File: src/hw/rtl/cbyp_pkg.sv
// shared types and constants of the yaw/pitch camera basis block
// no dependencies; every other file of the block but cbyp_out_if uses this package
`default_nettype none

package cbyp_pkg;

    localparam int unsigned ANGLE_W    = 18;
    localparam int unsigned OFFSET_W   = 16;
    localparam int unsigned UP_W       = 16;
    localparam int unsigned CFG_IDX_W  = 8;
    localparam int unsigned CFG_DATA_W = 16;
    localparam int unsigned QUEUE_DEPTH = 2;

    // register indexes of the configuration port
    localparam logic [CFG_IDX_W-1:0] REG_CONSTRAIN = 8'd0;
    localparam logic [CFG_IDX_W-1:0] REG_UP_X      = 8'd1;
    localparam logic [CFG_IDX_W-1:0] REG_UP_Y      = 8'd2;
    localparam logic [CFG_IDX_W-1:0] REG_UP_Z      = 8'd3;

    // angles in 1/256 degree
    localparam logic signed [18:0] DEG90       = 19'sd23040;
    localparam logic signed [18:0] DEG180      = 19'sd46080;
    localparam logic signed [18:0] DEG360      = 19'sd92160;
    localparam logic signed [18:0] PITCH_LIMIT = 19'sd22784;
    localparam logic signed [17:0] YAW_RESET   = -18'sd23040;

    localparam logic signed [UP_W-1:0] UP_X_RESET = 16'sd0;
    localparam logic signed [UP_W-1:0] UP_Y_RESET = 16'sd32767;
    localparam logic signed [UP_W-1:0] UP_Z_RESET = 16'sd0;

    // cordic start value: gain 0.607252935 in Q2.30
    localparam logic signed [33:0] GAIN_Q30   = 34'sd652032874;
    localparam logic [21:0]        ATAN_SMALL = 22'd3754936;

    typedef struct packed {
        logic signed [ANGLE_W-1:0] yaw;
        logic signed [ANGLE_W-1:0] pitch;
        logic signed [UP_W-1:0]    up_x;
        logic signed [UP_W-1:0]    up_y;
        logic signed [UP_W-1:0]    up_z;
    } job_t;

    typedef struct packed {
        logic push;
        logic full;
    } queue_wr_t;

    // arctangent of 2^-i in 1/65536 degree
    function automatic logic [21:0] atan_step(input logic [4:0] i);
        logic [21:0] v;
        case (i)
            5'd0:  v = 22'd2949120;
            5'd1:  v = 22'd1740967;
            5'd2:  v = 22'd919879;
            5'd3:  v = 22'd466945;
            5'd4:  v = 22'd234379;
            5'd5:  v = 22'd117304;
            5'd6:  v = 22'd58666;
            5'd7:  v = 22'd29335;
            5'd8:  v = 22'd14668;
            5'd9:  v = 22'd7334;
            5'd10: v = 22'd3667;
            5'd11: v = 22'd1833;
            5'd12: v = 22'd917;
            5'd13: v = 22'd458;
            5'd14: v = 22'd229;
            5'd15: v = 22'd115;
            default: v = ATAN_SMALL >> i;
        endcase
        return v;
    endfunction

endpackage

`default_nettype wire

File: src/hw/rtl/cbyp_in_if.sv
// input channel of the camera basis block: yaw and pitch offsets
// depends on cbyp_pkg
`default_nettype none

interface cbyp_in_if;
    logic                                     valid;
    logic                                     ready;
    logic signed [cbyp_pkg::OFFSET_W-1:0]     yaw_offset;
    logic signed [cbyp_pkg::OFFSET_W-1:0]     pitch_offset;

    modport source (output valid, output yaw_offset, output pitch_offset, input ready);
    modport sink   (input valid, input yaw_offset, input pitch_offset, output ready);
endinterface

`default_nettype wire

File: src/hw/rtl/cbyp_cfg_if.sv
// configuration write channel of the camera basis block
// depends on cbyp_pkg
`default_nettype none

interface cbyp_cfg_if;
    logic                                 valid;
    logic                                 ready;
    logic [cbyp_pkg::CFG_IDX_W-1:0]       index;
    logic [cbyp_pkg::CFG_DATA_W-1:0]      data;

    modport source (output valid, output index, output data, input ready);
    modport sink   (input valid, input index, input data, output ready);
endinterface

`default_nettype wire

File: src/hw/rtl/cbyp_front.sv
// front end: configuration registers, angle accumulation, wrap and clamp
// depends on cbyp_pkg, cbyp_in_if, cbyp_cfg_if
`default_nettype none

module cbyp_front (
    input  wire logic          clk,
    input  wire logic          rst_n,
    cbyp_in_if.sink            item,
    cbyp_cfg_if.sink           cfg,
    output cbyp_pkg::queue_wr_t wr_ctl,
    input  wire logic          queue_full,
    output cbyp_pkg::job_t     job
);

    logic                                 constrain_reg;
    logic signed [cbyp_pkg::UP_W-1:0]     up_x_reg;
    logic signed [cbyp_pkg::UP_W-1:0]     up_y_reg;
    logic signed [cbyp_pkg::UP_W-1:0]     up_z_reg;
    logic signed [cbyp_pkg::ANGLE_W-1:0]  yaw_reg;
    logic signed [cbyp_pkg::ANGLE_W-1:0]  pitch_reg;

    logic signed [18:0] yaw_sum, yaw_hi, yaw_next;
    logic signed [18:0] pit_sum, pit_hi, pit_wrap, pit_clamp, pit_next;
    logic               accept;

    assign cfg.ready  = 1'b1;
    assign item.ready = !queue_full;
    assign accept     = item.valid && !queue_full;

    always_comb
    begin
        yaw_sum = 19'(yaw_reg) + 19'(item.yaw_offset);
        pit_sum = 19'(pitch_reg) + 19'(item.pitch_offset);

        // wrap: first the upper bound, then the lower one
        yaw_hi   = (yaw_sum >= cbyp_pkg::DEG90) ? yaw_sum - cbyp_pkg::DEG360 : yaw_sum;
        yaw_next = (yaw_hi < -cbyp_pkg::DEG90) ? yaw_hi + cbyp_pkg::DEG360 : yaw_hi;

        pit_hi   = (pit_sum >= cbyp_pkg::DEG90) ? pit_sum - cbyp_pkg::DEG360 : pit_sum;
        pit_wrap = (pit_hi < -cbyp_pkg::DEG90) ? pit_hi + cbyp_pkg::DEG360 : pit_hi;

        pit_clamp = pit_sum;
        if (pit_sum > cbyp_pkg::PITCH_LIMIT)
        begin
            pit_clamp = cbyp_pkg::PITCH_LIMIT;
        end
        if (pit_sum < -cbyp_pkg::PITCH_LIMIT)
        begin
            pit_clamp = -cbyp_pkg::PITCH_LIMIT;
        end
        pit_next = constrain_reg ? pit_clamp : pit_wrap;

        job.yaw   = yaw_next[cbyp_pkg::ANGLE_W-1:0];
        job.pitch = pit_next[cbyp_pkg::ANGLE_W-1:0];
        job.up_x  = up_x_reg;
        job.up_y  = up_y_reg;
        job.up_z  = up_z_reg;

        wr_ctl.push = accept;
        wr_ctl.full = queue_full;
    end

    always_ff @(posedge clk or negedge rst_n)
    begin
        if (!rst_n)
        begin
            constrain_reg <= 1'b1;
            up_x_reg      <= cbyp_pkg::UP_X_RESET;
            up_y_reg      <= cbyp_pkg::UP_Y_RESET;
            up_z_reg      <= cbyp_pkg::UP_Z_RESET;
            yaw_reg       <= cbyp_pkg::YAW_RESET;
            pitch_reg     <= '0;
        end
        else
        begin
            if (cfg.valid)
            begin
                unique case (cfg.index)
                    cbyp_pkg::REG_CONSTRAIN: constrain_reg <= cfg.data[0];
                    cbyp_pkg::REG_UP_X:      up_x_reg <= cfg.data;
                    cbyp_pkg::REG_UP_Y:      up_y_reg <= cfg.data;
                    cbyp_pkg::REG_UP_Z:      up_z_reg <= cfg.data;
                    default: ;
                endcase
            end
            if (accept)
            begin
                yaw_reg   <= job.yaw;
                pitch_reg <= job.pitch;
            end
        end
    end

endmodule

`default_nettype wire

File: src/flat_wrapper.sv
// flat-port wrapper written by rule: the top's interface ports become plain ports
module cbyp_front_flat 
  (clk, rst_n, wr_ctl, queue_full, job, item_valid, item_yaw_offset, item_pitch_offset, item_ready, cfg_valid, cfg_index, cfg_data, cfg_ready);
  cbyp_in_if item_i ();
  cbyp_cfg_if cfg_i ();
  input  wire logic clk;
  input  wire logic rst_n;
  output cbyp_pkg::queue_wr_t wr_ctl;
  input  wire logic queue_full;
  output cbyp_pkg::job_t job;
  input wire logic [$bits(item_i.valid)-1:0] item_valid;
  input wire logic [$bits(item_i.yaw_offset)-1:0] item_yaw_offset;
  input wire logic [$bits(item_i.pitch_offset)-1:0] item_pitch_offset;
  output wire logic [$bits(item_i.ready)-1:0] item_ready;
  input wire logic [$bits(cfg_i.valid)-1:0] cfg_valid;
  input wire logic [$bits(cfg_i.index)-1:0] cfg_index;
  input wire logic [$bits(cfg_i.data)-1:0] cfg_data;
  output wire logic [$bits(cfg_i.ready)-1:0] cfg_ready;
  assign item_i.valid = item_valid;
  assign item_i.yaw_offset = item_yaw_offset;
  assign item_i.pitch_offset = item_pitch_offset;
  assign item_ready = item_i.ready;
  assign cfg_i.valid = cfg_valid;
  assign cfg_i.index = cfg_index;
  assign cfg_i.data = cfg_data;
  assign cfg_ready = cfg_i.ready;
  cbyp_front u_core (.clk(clk), .rst_n(rst_n), .item(item_i), .cfg(cfg_i), .wr_ctl(wr_ctl), .queue_full(queue_full), .job(job));
endmodule
File: config.mk
export PLATFORM = sky130hd
export DESIGN_NAME = cbyp_front_flat
export DESIGN_NICKNAME = d
export VERILOG_FILES = /design/src/hw/rtl/cbyp_pkg.sv /design/src/hw/rtl/cbyp_in_if.sv /design/src/hw/rtl/cbyp_cfg_if.sv /design/src/hw/rtl/cbyp_front.sv /design/src/flat_wrapper.sv
export SDC_FILE = /design/constraint.sdc
export NUM_CORES = 1
export LEC_CHECK = 0
export BUFFER_PORTS_ARGS = -buffer_cell sky130_fd_sc_hd__buf_2
export CAP_MARGIN = 40
export CORE_MARGIN = 4
export CORE_UTILIZATION = 56
export DETAILED_ROUTE_END_ITERATION = 6
export HOLD_SLACK_MARGIN = 0.15
export PLACE_DENSITY = 0.79
export REMOVE_ABC_BUFFERS = 1
export SETUP_SLACK_MARGIN = 0.3
export SKIP_LAST_GASP = 1
export SLEW_MARGIN = 20
export SYNTH_ARGS = -nofsm -noshare
export SYNTH_HDL_FRONTEND = slang
export SYNTH_SLANG_ARGS = --single-unit
File: constraint.sdc
create_clock -name clk -period 6.93 [get_ports clk]
set_clock_uncertainty 0.05 [all_clocks]
set_input_delay 0.693 -clock clk [delete_from_list [all_inputs] [get_ports clk]]
set_output_delay 0.693 -clock clk [all_outputs]
set_load 0.01 [all_outputs]
=== After elaboration in Yosys (flattened, before gate mapping) ===
Cells that the tools add are included.
Widths: inputs -> output; s select.

* Register bits: 85
* Bits of input ports: 61
* Output and inout bits: 88
* Word-level logic and storage cells: 35

* Add/subtract/negate cells: 6
* Magnitude comparators: 6
* Equal/unequal tests: 3
* Mux-type cells: 7
* Reduce and logical (&&, ||, !) cells: 7

{| class="wikitable"
|+ Operators with widths
! cell !! number
|-
| $mux 18 || 5
|-
| $lt 19x16->1 const B || 3
|-
| $add 18x16->19 || 2
|-
| $ge 19x16->1 const B || 2
|-
| $mux 19 || 2
|-
| $sub 19x18->19 const B || 2
|-
| $add 18x18->18 const B || 2
|-
| $gt 19x16->1 const B || 1
|-
| $eq 8x2->1 const B || 2
|-
| $eq 8x1->1 const B || 1
|-
| $logic_not 8->1 || 1
|-
| $reduce_and 2->1 || 4
|-
| $logic_and 1x1->1 || 1
|-
| $logic_not 1->1 || 1
|}

=== Depth between registers and ports, before layout ===
* Word-level depth: 6
* Mapped depth: 26
* Gate-level depth less buffers: 26

=== Least setup slack after synthesis ===
No wires, ideal clock.

* Path type: input to output
* From: input item_pitch_offset[0]
* To: output job[64] (netlist bit)
* Arrival: 5.073 ns
* Required time: 6.187 ns
* Setup slack: 1.114 ns
* Cell stages on the path: 20
* Path buffers: 0
* Cell sequence: ha_1 -> inv_1 -> fa_1 -> nand2b_1 -> a21o_1 -> a211oi_1 -> o31a_1 -> ha_1 -> or3b_2 -> a31o_2 -> a31oi_1 -> xnor2_1 -> ha_1 -> o21ai_0 -> nand3_1 -> mux2i_1 -> or3_1 -> a21oi_2 -> a211oi_1 -> or3_1

{| class="wikitable"
|+ RTL lines
! element !! RTL line !! source
|-
| start, declared || flat_wrapper.sv:13 || <nowiki>input wire logic [$bits(item_i.pitch_offset)-1:0] item_pitch_offset;</nowiki>
|-
| end, declared || flat_wrapper.sv:10 || <nowiki>output cbyp_pkg::job_t job;</nowiki>
|}

==> out/metrics.cfg <==
[outcome]
status=completed

[floorplan]
dieArea_um2=14300
boundaryPins=149
die_width_um=120
num_rows=40
core-area_um2=12100
die-height_um=120
initial_core_util_pct=57.7

[cts]
clk_transition_reported_paths_ps=70
numClockSinks=85
clk_path_buf_depth=2
tritoncts=built
htree_levels=3
clock-root-buffer=sky130_fd_sc_hd__clkbuf_16
clock_latency_ps=350
tritoncts.num_buffers=9

[synthesis]
synth-main-ff-cell=sky130_fd_sc_hd__dfrtp_1
post_synth_instance_area_um2=6990
synth-async-reset-ratio_pct=100
seq_area_frac_synth_pct=30.8
synth_cells=777
avgSynthCellArea_um2=9.00
synth.cells.most_frequent=86 x sky130_fd_sc_hd__nand2_1, 63 x sky130_fd_sc_hd__dfrtp_1, 59 x sky130_fd_sc_hd__nor2_1
yosys.cell_count.top_type=sky130_fd_sc_hd__nand2_1
post-synth-top-area-cell=sky130_fd_sc_hd__dfrtp_1
post-synth-top-area-fraction_pct=22.6
postSynthRegisterBits=85
synthTopCellsByArea=sky130_fd_sc_hd__dfrtp_1 23%, sky130_fd_sc_hd__mux2_2 9.2%, sky130_fd_sc_hd__dfstp_2 8.3%
ys_warn_count=0
synth_cell_type_count=91
synth_enable_flop_cells=0

[routing]
dr.first_iter.drc_count=501
post-route-drc-count=0
viasPerCell=6.09
dr.pass1.iters=5
drt_wl_total_um=20000
ant_nets=0
wire_per_inst_um=18.3
count_of_vias_placed_by_the_detailed_router=6672

[sta]
finalCritPeriodShare_pct=92.4
upper_clock_frequency_limit_ghz=0.156
final-max-slew-violation-count=0
rsz0062_at_grt=false
postLayoutSetupSlackWorst_ps=525
tightestPinTransition_ps=823
setup_viol=0
slew_headroom_pct=45.1
min_period_ps=6400
sum_neg_setup_slack_ps=0
finalHoldViolations=0

[placed_design]
pre_cts_slack_ps=479
dp.final_hpwl_um=15100
dp_cells=1075
port-buffer-count=147
gpl.final_weighted_congestion=0.980

[cells_and_area]
area_delta_synth_final_pct=18.6
design.final.nets=1029
utilization_pct=68.5
layout-drive-gt1-share_pct=32.3
stdcell_count=1095
antenna-diode-count=0

[worst_setup_path]
crit_type=input pin to output pin
critPathArrivalTime_ps=5660
setup.worst_path.end_class=output pin
reg2reg_setup_slack_ps=1500
critPathLaunchType=input pin
critPathRequiredTime_ps=6190
cp_max_fo=8

[worst_hold_path]
min_path_type=input pin to asynchronous set/reset pin

[global_route]
global_route.overflow_total=0
track_usage_pct=27.3
grt_pass1_wl_um=31900
grt_pass1_vias=6272
antenna_found_initial=0
grt_max_degree=61

[run]
cap_viol_max_count=0

-- repair_timing --
item                                    4_1_cts  5_1_grt
hold buffers                                  0        0
endpoints found under the setup margin        0        9
buffers inserted                              0        2
gates resized for setup                       0        9
-- kinds of logic after synthesis --
kind of cell    share of synthesized area (%)
simple gates                             17.8
compound gates                           25.3
flops                                    30.8
buf+inv                                  3.87
mux                                      9.75
fa+ha+maj                                8.45
xor+xnor                                 3.92
other cells                            0.0536
-- worst max-delay path: stages --
cell	delay, ps
sky130_fd_sc_hd__buf_2	80
sky130_fd_sc_hd__ha_1	170
sky130_fd_sc_hd__inv_1	60
sky130_fd_sc_hd__fa_1	410
sky130_fd_sc_hd__nand2b_1	210
sky130_fd_sc_hd__a21o_1	240
sky130_fd_sc_hd__a211oi_2	280
sky130_fd_sc_hd__o31a_1	240
sky130_fd_sc_hd__ha_1	200
sky130_fd_sc_hd__or3b_2	460
sky130_fd_sc_hd__a31o_2	290
sky130_fd_sc_hd__a31o_4	270
sky130_fd_sc_hd__a21oi_1	230
sky130_fd_sc_hd__ha_1	180
sky130_fd_sc_hd__o21ai_0	130
sky130_fd_sc_hd__nand3_1	130
sky130_fd_sc_hd__mux2i_1	100
sky130_fd_sc_hd__or3_1	430
sky130_fd_sc_hd__a21oi_2	240
sky130_fd_sc_hd__a211oi_1	120
sky130_fd_sc_hd__or3_1	350
sky130_fd_sc_hd__buf_2	140
-- stage by stage --
step / cell area, um^2 / hold slack (ps)
5_1_grt: 8290 / 214
6_report: 8290 / 196
4_1_cts: 8200 / 205
3_5_place_dp: 7900 / 413
3_3_place_gp: 7860 / 399
2_1_floorplan: 6870 / 347
-- cells in the final DEF (no fill, tap or decap), types with 14 or more instances in the layout --
master                    instances
sky130_fd_sc_hd__a21oi_1         54
sky130_fd_sc_hd__inv_1           41
sky130_fd_sc_hd__nand2_1         86
sky130_fd_sc_hd__mux2_2          57
sky130_fd_sc_hd__nand3_1         15
sky130_fd_sc_hd__dfrtp_1         63
sky130_fd_sc_hd__dfstp_2         22
sky130_fd_sc_hd__ha_1            44
sky130_fd_sc_hd__o31ai_1         14
sky130_fd_sc_hd__nor2_1          59
sky130_fd_sc_hd__o21ai_0         35
sky130_fd_sc_hd__buf_2          146
-- area by class of cell --
class                   instances  area, um^2
repair buffers                159         865
flip-flops and latches         85        2150
inverters                      41         154
clock inverters                 3        26.3
multi-input cells             626        4610
fillers                      1060        3820
clock buffers                  13         270
well taps                     168         210
-- metal layers --
layer  track usage [%]  vias up  share of wire [%]
met4              7.09        0                2.5
li1                  -     3194                  -
met2              44.3      255                 46
met5                 0        -                  0
met3              7.30       44                7.1
met1              36.3     3179                 44
-- final timing paths --
path | depth (start not counted) | endpoint | startpoint
setup / recovery | 22 | job[64] | item_pitch_offset[0]
hold / removal | 1 | u_core.pitch_reg[14] | rst_n
setup reg to reg | 20 | u_core.yaw_reg[12] | u_core.yaw_reg[3]
hold reg to reg | 2 | u_core.yaw_reg[9] | u_core.yaw_reg[9]
max in group asynchronous | 3 | u_core.up_y_reg[1] | rst_n
min in group clk | 2 | u_core.yaw_reg[9] | u_core.yaw_reg[9]
Power is not shown: default switching activity piles up to over one toggle a cycle in this logic, so the estimate is an artifact.
