<file path="src/hw/rtl/cbyp_pkg.sv">
// shared types and constants of the yaw/pitch camera basis block
// no dependencies; every other file of the block but cbyp_out_if uses this package
`default_nettype none

package cbyp_pkg;

    localparam int unsigned ANGLE_W    = 18;
    localparam int unsigned OFFSET_W   = 16;
    localparam int unsigned UP_W       = 16;
    localparam int unsigned CFG_IDX_W  = 8;
    localparam int unsigned CFG_DATA_W = 16;
    localparam int unsigned QUEUE_DEPTH = 2;

    // register indexes of the configuration port
    localparam logic [CFG_IDX_W-1:0] REG_CONSTRAIN = 8'd0;
    localparam logic [CFG_IDX_W-1:0] REG_UP_X      = 8'd1;
    localparam logic [CFG_IDX_W-1:0] REG_UP_Y      = 8'd2;
    localparam logic [CFG_IDX_W-1:0] REG_UP_Z      = 8'd3;

    // angles in 1/256 degree
    localparam logic signed [18:0] DEG90       = 19'sd23040;
    localparam logic signed [18:0] DEG180      = 19'sd46080;
    localparam logic signed [18:0] DEG360      = 19'sd92160;
    localparam logic signed [18:0] PITCH_LIMIT = 19'sd22784;
    localparam logic signed [17:0] YAW_RESET   = -18'sd23040;

    localparam logic signed [UP_W-1:0] UP_X_RESET = 16'sd0;
    localparam logic signed [UP_W-1:0] UP_Y_RESET = 16'sd32767;
    localparam logic signed [UP_W-1:0] UP_Z_RESET = 16'sd0;

    // cordic start value: gain 0.607252935 in Q2.30
    localparam logic signed [33:0] GAIN_Q30   = 34'sd652032874;
    localparam logic [21:0]        ATAN_SMALL = 22'd3754936;

    typedef struct packed {
        logic signed [ANGLE_W-1:0] yaw;
        logic signed [ANGLE_W-1:0] pitch;
        logic signed [UP_W-1:0]    up_x;
        logic signed [UP_W-1:0]    up_y;
        logic signed [UP_W-1:0]    up_z;
    } job_t;

    typedef struct packed {
        logic push;
        logic full;
    } queue_wr_t;

    // arctangent of 2^-i in 1/65536 degree
    function automatic logic [21:0] atan_step(input logic [4:0] i);
        logic [21:0] v;
        case (i)
            5'd0:  v = 22'd2949120;
            5'd1:  v = 22'd1740967;
            5'd2:  v = 22'd919879;
            5'd3:  v = 22'd466945;
            5'd4:  v = 22'd234379;
            5'd5:  v = 22'd117304;
            5'd6:  v = 22'd58666;
            5'd7:  v = 22'd29335;
            5'd8:  v = 22'd14668;
            5'd9:  v = 22'd7334;
            5'd10: v = 22'd3667;
            5'd11: v = 22'd1833;
            5'd12: v = 22'd917;
            5'd13: v = 22'd458;
            5'd14: v = 22'd229;
            5'd15: v = 22'd115;
            default: v = ATAN_SMALL >> i;
        endcase
        return v;
    endfunction

endpackage

`default_nettype wire

</file>
<file path="src/hw/rtl/cbyp_queue.sv">
// two-entry job queue between the front end and the vector engine
// depends on cbyp_pkg
`default_nettype none

module cbyp_queue (
    input  wire logic                clk,
    input  wire logic                rst_n,
    input  wire cbyp_pkg::queue_wr_t wr_ctl,
    input  wire cbyp_pkg::job_t      wr_job,
    output logic                     full,
    output logic                     rd_valid,
    output cbyp_pkg::job_t           rd_job,
    input  wire logic                pop
);

    localparam int unsigned PTR_W = $clog2(cbyp_pkg::QUEUE_DEPTH);

    cbyp_pkg::job_t       mem [cbyp_pkg::QUEUE_DEPTH];
    logic [PTR_W-1:0]     wr_ptr_reg;
    logic [PTR_W-1:0]     rd_ptr_reg;
    logic [PTR_W:0]       count_reg;
    logic                 do_push;
    logic                 do_pop;

    assign full     = (count_reg == (PTR_W+1)'(cbyp_pkg::QUEUE_DEPTH));
    assign rd_valid = (count_reg != '0);
    assign rd_job   = mem[rd_ptr_reg];
    assign do_push  = wr_ctl.push && !wr_ctl.full;
    assign do_pop   = pop && rd_valid;

    always_ff @(posedge clk)
    begin
        if (do_push)
        begin
            mem[wr_ptr_reg] <= wr_job;
        end
    end

    always_ff @(posedge clk or negedge rst_n)
    begin
        if (!rst_n)
        begin
            wr_ptr_reg <= '0;
            rd_ptr_reg <= '0;
            count_reg  <= '0;
        end
        else
        begin
            if (do_push)
            begin
                wr_ptr_reg <= wr_ptr_reg + 1'b1;
            end
            if (do_pop)
            begin
                rd_ptr_reg <= rd_ptr_reg + 1'b1;
            end
            if (do_push && !do_pop)
            begin
                count_reg <= count_reg + 1'b1;
            end
            else if (do_pop && !do_push)
            begin
                count_reg <= count_reg - 1'b1;
            end
        end
    end

endmodule

`default_nettype wire

</file>
<file path="config.mk">
export PLATFORM = sky130hd
export DESIGN_NAME = cbyp_queue
export DESIGN_NICKNAME = d
export VERILOG_FILES = /design/src/hw/rtl/cbyp_pkg.sv /design/src/hw/rtl/cbyp_queue.sv
export SDC_FILE = /design/constraint.sdc
export NUM_CORES = 1
export LEC_CHECK = 0
export BUFFER_PORTS_ARGS = -buffer_cell sky130_fd_sc_hd__clkbuf_2
export CORE_MARGIN = 2
export CORE_UTILIZATION = 47
export CTS_CLUSTER_SIZE = 14
export DETAILED_ROUTE_END_ITERATION = 7
export GPL_TIMING_DRIVEN = 1
export PLACE_DENSITY = 0.76
export SYNTH_ARGS = -nofsm -noshare
export SYNTH_HDL_FRONTEND = slang
export SYNTH_SLANG_ARGS = --single-unit
</file>
<file path="constraint.sdc">
create_clock -name clk -period 4.3 [get_ports clk]
set_clock_uncertainty 0.1 [all_clocks]
set_input_delay 0.215 -clock clk [delete_from_list [all_inputs] [get_ports clk]]
set_output_delay 0.215 -clock clk [all_outputs]
set_load 0.02 [all_outputs]
</file>
# Yosys cells after proc, flatten, opt, wreduce, memory -nomap -nowiden
# Memories as Yosys holds them, arrays and structs flattened.
# Index checks and enable logic that the tools add are counted.
[totals]
n_memories = 1
reg_bits = 4
mem_bits_rw = 168
out_inout_bits = 86
[op_classes]
reduce_logical = 9
n_addsub = 4
n_mux = 4
n_eq_ne = 1
[memory_table]
columns = ["name", "words", "width", "rd", "rd_ports_with_merged_regs", "write_ports", "line", "rtl"]
rows = [
  ["mem", 2, 84, 1, 0, 1, "cbyp_queue.sv:18", "cbyp_pkg::job_t mem [cbyp_pkg::QUEUE_DEPTH];"],
]
[op_table]
columns = ["operator", "count"]
rows = [
  ["$logic_and A1 B1 Y1", 4],
  ["$mux W2", 2],
  ["$reduce_bool A2 Y1", 2],
  ["$logic_not A1 Y1", 3],
  ["$add A1 B1 Y1 const B", 2],
  ["$add A2 B1 Y2 const B", 1],
  ["$eq A2 B2 Y1 const B", 1],
  ["$mux W1", 2],
  ["$sub A2 B1 Y2 const B", 1],
]

# Logic depth before layout (Yosys ltp)
# Gate-level depths: netlist of run 1.
[logic_depth]
word_depth = 6
mapped_depth = 6

# Worst setup path before layout of run 1
# OpenSTA, ideal clock, no wires.
[synth_timing]
path_kind = "register to register"
from = "register wr_ptr_reg"
to = "memory mem[0][0] (netlist bit), enable pin"
required_time_ns = 3.673
t_arrival_ns = 3.908
path_buffers = 0
path_slack_ns = -0.235
path_stages_with_launch = 2
cell_sequence = "dfrtp_1 > nor2_1"
[synth_lines]
columns = ["item", "line", "rtl"]
rows = [
  ["from (decl)", "cbyp_queue.sv:19", "logic [PTR_W-1:0] wr_ptr_reg;"],
  ["from (signal assigned)", "cbyp_queue.sv:51", "wr_ptr_reg <= wr_ptr_reg + 1'b1;"],
  ["to (decl)", "cbyp_queue.sv:18", ""],
]
# No word-level cell before the write port.

==> impl_metrics.tcl, run 1 <==
set metrics [dict create \
    row_count 42 \
    grt_pass1_wl_um 18100 \
    synthToLayoutAreaGrowth_pct 39.5 \
    dieHeight_um 119 \
    regArea_mm2 0.00515 \
    yosys_warnings 0 \
    path_clk_slew_ns 0.06 \
    die_x_um 119 \
    multi_input_area_mm2 0.00105 \
    cts-root-buf "clkbuf_16" \
    route.detailed.drc 0 \
    grt_max_degree 86 \
    setup_viol 0 \
    viasPerCell 4.72 \
    final_max_slew_viol_count 0 \
    h-tree-depth 4 \
    dp_cells 622 \
    powerDensity_mw_per_mm2 571 \
    ys_ff_latch 172 \
    start_util 0.477 \
    core_mm2 0.0131 \
    routed_wl_um 11500 \
    r2r_setup_slack_ns 2.40 \
    numCtsBuffers 17 \
    synth_area_per_cell_um2 22.5 \
    rr_worst_depth 1 \
    fin_crit_sh 0.599 \
    cts_resized 0 \
    syn_inst 279 \
    fmax_mhz 388 \
    drtIter0Drc 245 \
    ioPinCount 175 \
    drv_cap 0 \
    first_pass_iters 4 \
    r2r_end "mem[1][65]" \
    grt-ovfl-total 0 \
    gp_congestion 0.705 \
    drtAntennaViolNets 0 \
    ctsHoldBuffers 86 \
    finalHoldViolations 0 \
    syn-num-nets 369 \
    tightest_slew_ns 1.17 \
    status "finished, final reports clean" \
    hold_path_class "in2async" \
    r2r_start "wr_ptr_reg" \
    yosysSeqAreaShare 0.821 \
    track_usage 0.169 \
    place_hpwl_um 6700 \
    synth_cell_type_count 17 \
    n_antenna_cell 0 \
    clkSinkCount 172 \
    cts.path.max_buffers 2 \
    rsz0062_at_grt "no" \
    routedWlPerCell_um 15.6 \
    grt_pass1_vias 3778 \
    startpoint_type "flip-flop" \
    netlist_area_mm2 0.00627 \
    instances_no_fill 740 \
    finalCriticalPeriod_ns 2.57 \
    die_area_mm2 0.0143 \
    post_cts_buffers 0 \
    largest_register_ffs 168 \
    cp-end-kind "output port" \
    antenna_found_initial 0 \
    finalSetupTns_ns 0 \
    relSlewSlack 0.219 \
    p_leak_nw 3.35 \
    fillers 919 \
    peakVddDrop_uv 299 \
    cts_tree "done" \
    drive_gt1_frac 0.429 \
    port_buffers 174 \
    crit_type "reg2out" \
    insertion_delay_ns 0.41 \
    worstPathArrival_ns 2.26 \
    required_ns 3.98 \
    dr_total_vias 3493 \
    critPathMaxFanout 85 \
    num-nets-final 641 \
]
cells by family (layout without fill, tap and decap cells):
logic type	after synthesis	in the layout	synth area share
xor gates and xnor gates	5	5	0.00699
adders and majority gates	1	1	0.00200
buffers and inverters	10	295	0.0132
DFF	172	172	0.821
muxes	84	84	0.151
and+or+nand+nor	7	7	0.00579
area by class of cell:
cell class / count / share of cell area
repair buffers: 262 / 0.200
inverters: 1 / 0.000429
well taps: 176 / 0.0252
multi-input cells: 97 / 0.120
flip-flops and latches: 172 / 0.589
clock buffers: 24 / 0.0551
clock inverters: 8 / 0.0106
report_power, final:
part           switching, mW  leakage (nW)  internal, mW
combinational          0.707          1.48         0.560
clock                  0.566         0.284         0.897
sequential             0.205          1.59          2.06
per-stage QoR:
step           power (mW)  utilization  hold slack, ns  setup WS (ns)  area, µm²
6_report             5.00        0.665          0.0477           1.73       8740
5_1_grt              5.21        0.665          0.0632           1.62       8740
2_1_floorplan        3.14            -          -0.181           1.17       6270
3_3_place_gp         3.49        0.556         -0.0760           2.19       7310
3_5_place_dp         3.52        0.556         -0.0724           2.15       7310
4_1_cts              5.04        0.665          0.0283           1.71       8740
how the worst max path moves through the flow:
stage / from / end / slack, ns / depth (start not counted)
final: rd_ptr_reg / rd_job[0] / 1.73 / 2
after global routing: rd_ptr_reg / rd_job[63] / 1.62 / 2
after CTS: rd_ptr_reg / rd_job[2] / 1.71 / 2
after detailed placement: wr_ctl[0] / mem[1][18] / 2.15 / 4
after global placement: rd_ptr_reg / rd_job[2] / 2.19 / 2
after floorplan: wr_ptr_reg / mem[0][0] / 1.17 / 1
critical path: stages, from the launching register on:
cell and delay, ns:
dfrtp_4 1.15, mux2_2 0.42, clkbuf_2 0.16
cell usage after synthesis (all sizes together):
master / count / area, µm²
mux2: 84 / 946
or2: 1 / 6.26
dfrtp: 4 / 100
and2: 1 / 6.26
buf: 9 / 78.8
nand2b: 1 / 6.26
xnor2: 3 / 26.3
nand2: 1 / 3.75
edfxtp: 168 / 5040
inv: 1 / 3.75
xor2: 2 / 17.5
nor2: 2 / 7.51
nor2b: 1 / 6.26
ha: 1 / 12.5
metal layers:
metal,part of all wire,track usage,up-vias
met5,0,0,-
met4,0.014,0.0618,0
met3,0.054,0.0469,13
met2,0.54,0.308,113
met1,0.39,0.187,1721
li1,-,-,1646
cells in the final DEF (no fill, tap or decap), types with 2 or more instances in the layout:
cell type      netlist  layout
mux2_1              50      50
clkinv_2             0       5
clkbuf_8             0       3
clkbuf_1             0       4
clkbuf_16            0      17
edfxtp_1           168     168
xnor2_1              3       3
buf_4                1       2
bufinv_16            0       2
xor2_1               2       2
clkbuf_2             0     174
dlygate4sd3_1        0      86
mux2_2              34      34
dfrtp_1              4       3
(Power assumes the default switching activity.)
==> run 2: changes to the inputs <==
Settings changed: CORE_UTILIZATION 47 to 52, PLACE_DENSITY 0.76 to 0.8.
Clock period 4.3 ns to 2.5 ns, I/O delays scaled along.
==> run 2 against run 1 <==
  * Flip-flop and latch count unchanged
  * Critical path type unchanged
  * Clock-buffer cell count is 4 lower
  * Largest cell class unchanged
  * Highest routed layer unchanged
  * Register-to-register slack got worse by 1.6 ns
==> impl_metrics.tcl, run 2 (synthesis gave the netlist of run 1 again) <==
set metrics [dict create \
    required_ns 2.28 \
    layout_common_cells "clkbuf_2 (174), edfxtp_1 (168), dlygate4sd3_1 (87)" \
    p_switching_mw 2.57 \
    grt_pass1_wl_um 18600 \
    worstPathArrival_ns 2.09 \
    grt-ovfl-total 0 \
    fin_area_mm2 0.00869 \
    routed_wl_um 12200 \
    fillers 713 \
    routedWlPerCell_um 17.0 \
    fin_crit_sh 0.927 \
    final_max_slew_viol_count 0 \
    row_count 40 \
    max_stage_delay_ns 0.77 \
    drtIter0Drc 222 \
    gp_congestion 0.715 \
    dp_slack_ns 0.637 \
    cts-root-buf "clkbuf_16" \
    viasPerCell 4.95 \
    hold_start "wr_ctl[1]" \
    worstPathCellList "buf_4 -> mux2_1 -> clkbuf_2" \
    ioPinCount 175 \
    die_area_mm2 0.0129 \
    dieHeight_um 114 \
    first_pass_iters 4 \
    track_usage 0.195 \
    total_power_mw 8.36 \
    core_mm2 0.0119 \
    n_antenna_cell 0 \
    finalHoldViolations 0 \
    tightest_slew_ns 0.535 \
    drtAntennaViolNets 0 \
    finalCriticalPeriod_ns 2.32 \
    numCtsBuffers 17 \
    relSlewSlack 0.644 \
    grt_pass1_vias 3742 \
    clkSinkCount 172 \
    drv_cap 0 \
    setup_viol 0 \
    post_cts_buffers 0 \
    comb_power_share 0.288 \
    insertion_delay_ns 0.42 \
    seqPwrFrac 0.449 \
    place_hpwl_um 7130 \
    antenna_found_initial 0 \
    route.detailed.drc 0 \
    port_buffers 174 \
    placed_area_mm2 0.00733 \
    hold_path_class "in2reg" \
    drive_gt1_frac 0.424 \
    crit_path_start "rd_ptr_reg" \
    fmax_mhz 431 \
    path_clk_slew_ns 0.06 \
    startpoint_type "flip-flop" \
    dr_total_vias 3541 \
    grt_max_degree 85 \
    powerDensity_mw_per_mm2 962 \
    status "finished, final reports clean" \
    critPathMaxFanout 38 \
    hold_slack_ns 0.0527 \
    mostFrequentLayoutCell "clkbuf_2" \
    cts.path.max_buffers 2 \
    setup_ws_ns 0.181 \
    peakVddDrop_uv 664 \
    start_util 0.528 \
    rsz0062_at_grt "no" \
    finalSetupTns_ns 0 \
    p_int_mw 5.79 \
    cp-end-kind "output port" \
    synthToLayoutAreaGrowth_pct 38.8 \
    r2r_start "wr_ptr_reg" \
    p_leak_nw 3.34 \
    largest_register_ffs 168 \
    h-tree-depth 4 \
    power_frac_clock 0.263 \
    die_x_um 114 \
    num-nets-final 645 \
    cts_tree "done" \
    crit_type "reg2out" \
    p_sw_frac 0.308 \
    worst_path_max_delay_cell "dfrtp_4" \
]
[run 2: critical path, delay by kind of cell, from the launching register on]
| kind | cells | cell delay [ns] |
|---|---|---|
| DFF | 1 | 0.77 |
| muxes | 1 | 0.37 |
| buffers and inverters | 2 | 0.51 |
[run 2: layer usage]
layer | track usage | part of all wire
met4 | 0.0772 | 0.019
met5 | 0 | 0
met3 | 0.0595 | 0.062
met1 | 0.220 | 0.39
met2 | 0.347 | 0.53
[run 2: final cells by class]
class	count	area, µm²	share of cell area
Timing Repair Buffer	266	1820	0.209
Multi-Input combinational cell	97	1050	0.121
Clock buffer	20	437	0.0502
Inverter	1	3.75	0.000432
Sequential cell	172	5150	0.592
Tap cell	147	184	0.0212
Clock inverter	12	56.3	0.00648
[run 2: power groups by stage]
stage          combinational, mW  sequential [mW]  clock (mW)
2_1_floorplan               1.71             3.67           0
3_3_place_gp                2.27             3.80           0
3_5_place_dp                2.29             3.82           0
4_1_cts                     2.42             3.76        2.25
5_1_grt                     2.56             3.80        2.37
6_report                    2.41             3.75        2.20
[run 2: final timing paths]
path | end | slack (ns) | depth (start not counted)
worst max-delay path | rd_job[18] | 0.18 | 3
worst max register to register | mem[1][58] | 0.80 | 2
worst min register to register | count_reg[1] | 0.38 | 1
max in group asynchronous | rd_ptr_reg | 1.59 | 3
worst min-delay path | wr_ptr_reg | 0.05 | 3
min in group asynchronous | count_reg[0] | 0.52 | 3
[run 2: through the flow]
stage | std cells | util
global route | 715 | 0.733
floorplan | 279 | -
finish | 715 | 0.733
global placement | 596 | 0.618
CTS | 715 | 0.733
detailed placement | 596 | 0.618
[run 2: timing repair]
item,CTS,global route
hold buffers,87,0
endpoints found under the hold margin,173,0
gates resized for setup,0,0
==> run 3: changes to the inputs <==
Settings changed: CTS_BUF_LIST set to sky130_fd_sc_hd__clkbuf_16, SETUP_SLACK_MARGIN set to 0.4, SKIP_CTS_REPAIR_TIMING set to 1.
==> run 3 against run 2 <==
  * Combinational power up 7%
  * Flip-flop and latch count unchanged
  * Highest routed layer unchanged
  * Sequential power down 2%
  * The flow now finishes with violations (hold timing)
  * Critical path type unchanged
  * Wire length up 7.0%
  * Register-to-register slack better by 0.10 ns
==> impl_metrics.tcl, run 3 (synthesis gave the netlist of run 1 again) <==
set metrics [dict create \
    finalSetupTns_ns 0 \
    regArea_mm2 0.00515 \
    grt_pass1_wl_um 16500 \
    row_count 40 \
    relSlewSlack 0.724 \
    setup_viol 0 \
    required_ns 2.28 \
    synthToLayoutAreaGrowth_pct 41.8 \
    hold_slack_ns -0.0218 \
    fin_crit_sh 0.819 \
    tightest_slew_ns 0.414 \
    n_antenna_cell 0 \
    numCtsBuffers 17 \
    core_mm2 0.0119 \
    cts_tree "done" \
    grt-ovfl-total 0 \
    status "finished, violations left" \
    total_power_mw 8.95 \
    grt_max_degree 60 \
    p_sw_frac 0.305 \
    layout_common_cells "clkbuf_2 (174), edfxtp_1 (168), dlygate4sd3_1 (87)" \
    violations "hold timing" \
    cts.path.max_buffers 2 \
    drive_gt1_frac 0.444 \
    insertion_delay_ns 0.42 \
    largest_register_ffs 168 \
    h-tree-depth 4 \
    mostFrequentLayoutCell "clkbuf_2" \
    seqPwrFrac 0.411 \
    grt_pass1_vias 3318 \
    start_util 0.528 \
    finalHoldViolations 1 \
    ioPinCount 175 \
    drv_cap 0 \
    rsz0062_at_grt "yes" \
    path_clk_slew_ns 0.06 \
    p_int_mw 6.22 \
    first_pass_iters 4 \
    die_x_um 114 \
    finalCriticalPeriod_ns 2.05 \
    cts-root-buf "clkbuf_16" \
    fillers 665 \
    hold_path_class "in2reg" \
    routed_wl_um 13000 \
    final_max_slew_viol_count 0 \
    cp-end-kind "output port" \
    crit_type "reg2out" \
    peakVddDrop_uv 551 \
    fmax_mhz 489 \
    dieHeight_um 114 \
    p_leak_nw 3.42 \
    routedWlPerCell_um 18.1 \
    gp_congestion 0.695 \
    num-nets-final 651 \
    p_switching_mw 2.73 \
    worstPathArrival_ns 1.82 \
    dr_total_vias 3584 \
    critPathMaxFanout 45 \
    port_buffers 174 \
    die_area_mm2 0.0129 \
    track_usage 0.173 \
    viasPerCell 4.97 \
    route.detailed.drc 0 \
    place_hpwl_um 7130 \
    comb_power_share 0.289 \
    drtIter0Drc 180 \
    startpoint_type "flip-flop" \
    powerDensity_mw_per_mm2 1010 \
    drtAntennaViolNets 0 \
    multi_input_area_mm2 0.00105 \
    antenna_found_initial 0 \
    power_frac_clock 0.300 \
    clkSinkCount 172 \
]
[run 3: changes by cell type in the layout (fill, tap and decap cells not counted), moves of 2 or more]
cell	previous run	this run
clkinv_1	5	0
bufinv_16	0	3
clkinvlp_4	1	4
buf_4	2	6
clkinv_2	6	1
inv_6	0	5
clkinv_4	0	2
clkbuf_1	3	0
[run 3: per-stage QoR]
step            util  setup slack (ns)  std cells  hold slack, ns  area (µm²)
4_1_cts        0.671             0.242        629          -0.617        7960
3_5_place_dp   0.620             0.721        597          -0.162        7350
5_1_grt        0.749             0.384        721          0.0111        8880
6_report       0.749             0.453        721         -0.0218        8880
2_1_floorplan      -             0.331        279          -0.271        6270
3_3_place_gp   0.620             0.726        597          -0.164        7350
[run 3: path summary, 6_finish.rpt]
path                               from            to  slack, ns  depth (start not counted)
hold / removal                wr_ctl[1]    wr_ptr_reg      -0.02                          3
hold reg to reg            count_reg[1]  count_reg[1]       0.38                          1
max in group asynchronous         rst_n    rd_ptr_reg       1.56                          3
min in group asynchronous         rst_n    wr_ptr_reg       0.54                          3
setup reg to reg           count_reg[0]  count_reg[1]       0.90                          6
setup / recovery             rd_ptr_reg    rd_job[53]       0.45                          3
[run 3: final cells by class]
type / count / area share
inverters: 1 / 0.000423
clock buffers: 17 / 0.0479
repair buffers: 272 / 0.212
multi-input cells: 97 / 0.118
flip-flops and latches: 172 / 0.580
well taps: 147 / 0.0207
clock inverters: 15 / 0.0210
[run 3: power groups by stage]
stage / Clock [mW] / Combinational, mW / Sequential, mW
floorplan: 0 / 1.71 / 3.67
global placement: 0 / 2.31 / 3.76
detailed placement: 0 / 2.33 / 3.78
CTS: 2.72 / 2.35 / 3.72
global route: 2.84 / 2.74 / 3.70
finish: 2.68 / 2.59 / 3.67
[run 3: worst max-delay path, cell delays in order (launching register included)]
cell      delay (ns)
dfrtp_4         0.54
buf_16          0.26
mux2_1          0.38
clkbuf_2        0.18
[run 3: metal layers]
metal  GRT usage  up-vias  share of wire
li1            -     1674              -
met5           0        -              0
met3      0.0664       22          0.058
met4      0.0683        0          0.021
met2       0.295      142           0.54
met1       0.200     1746           0.38
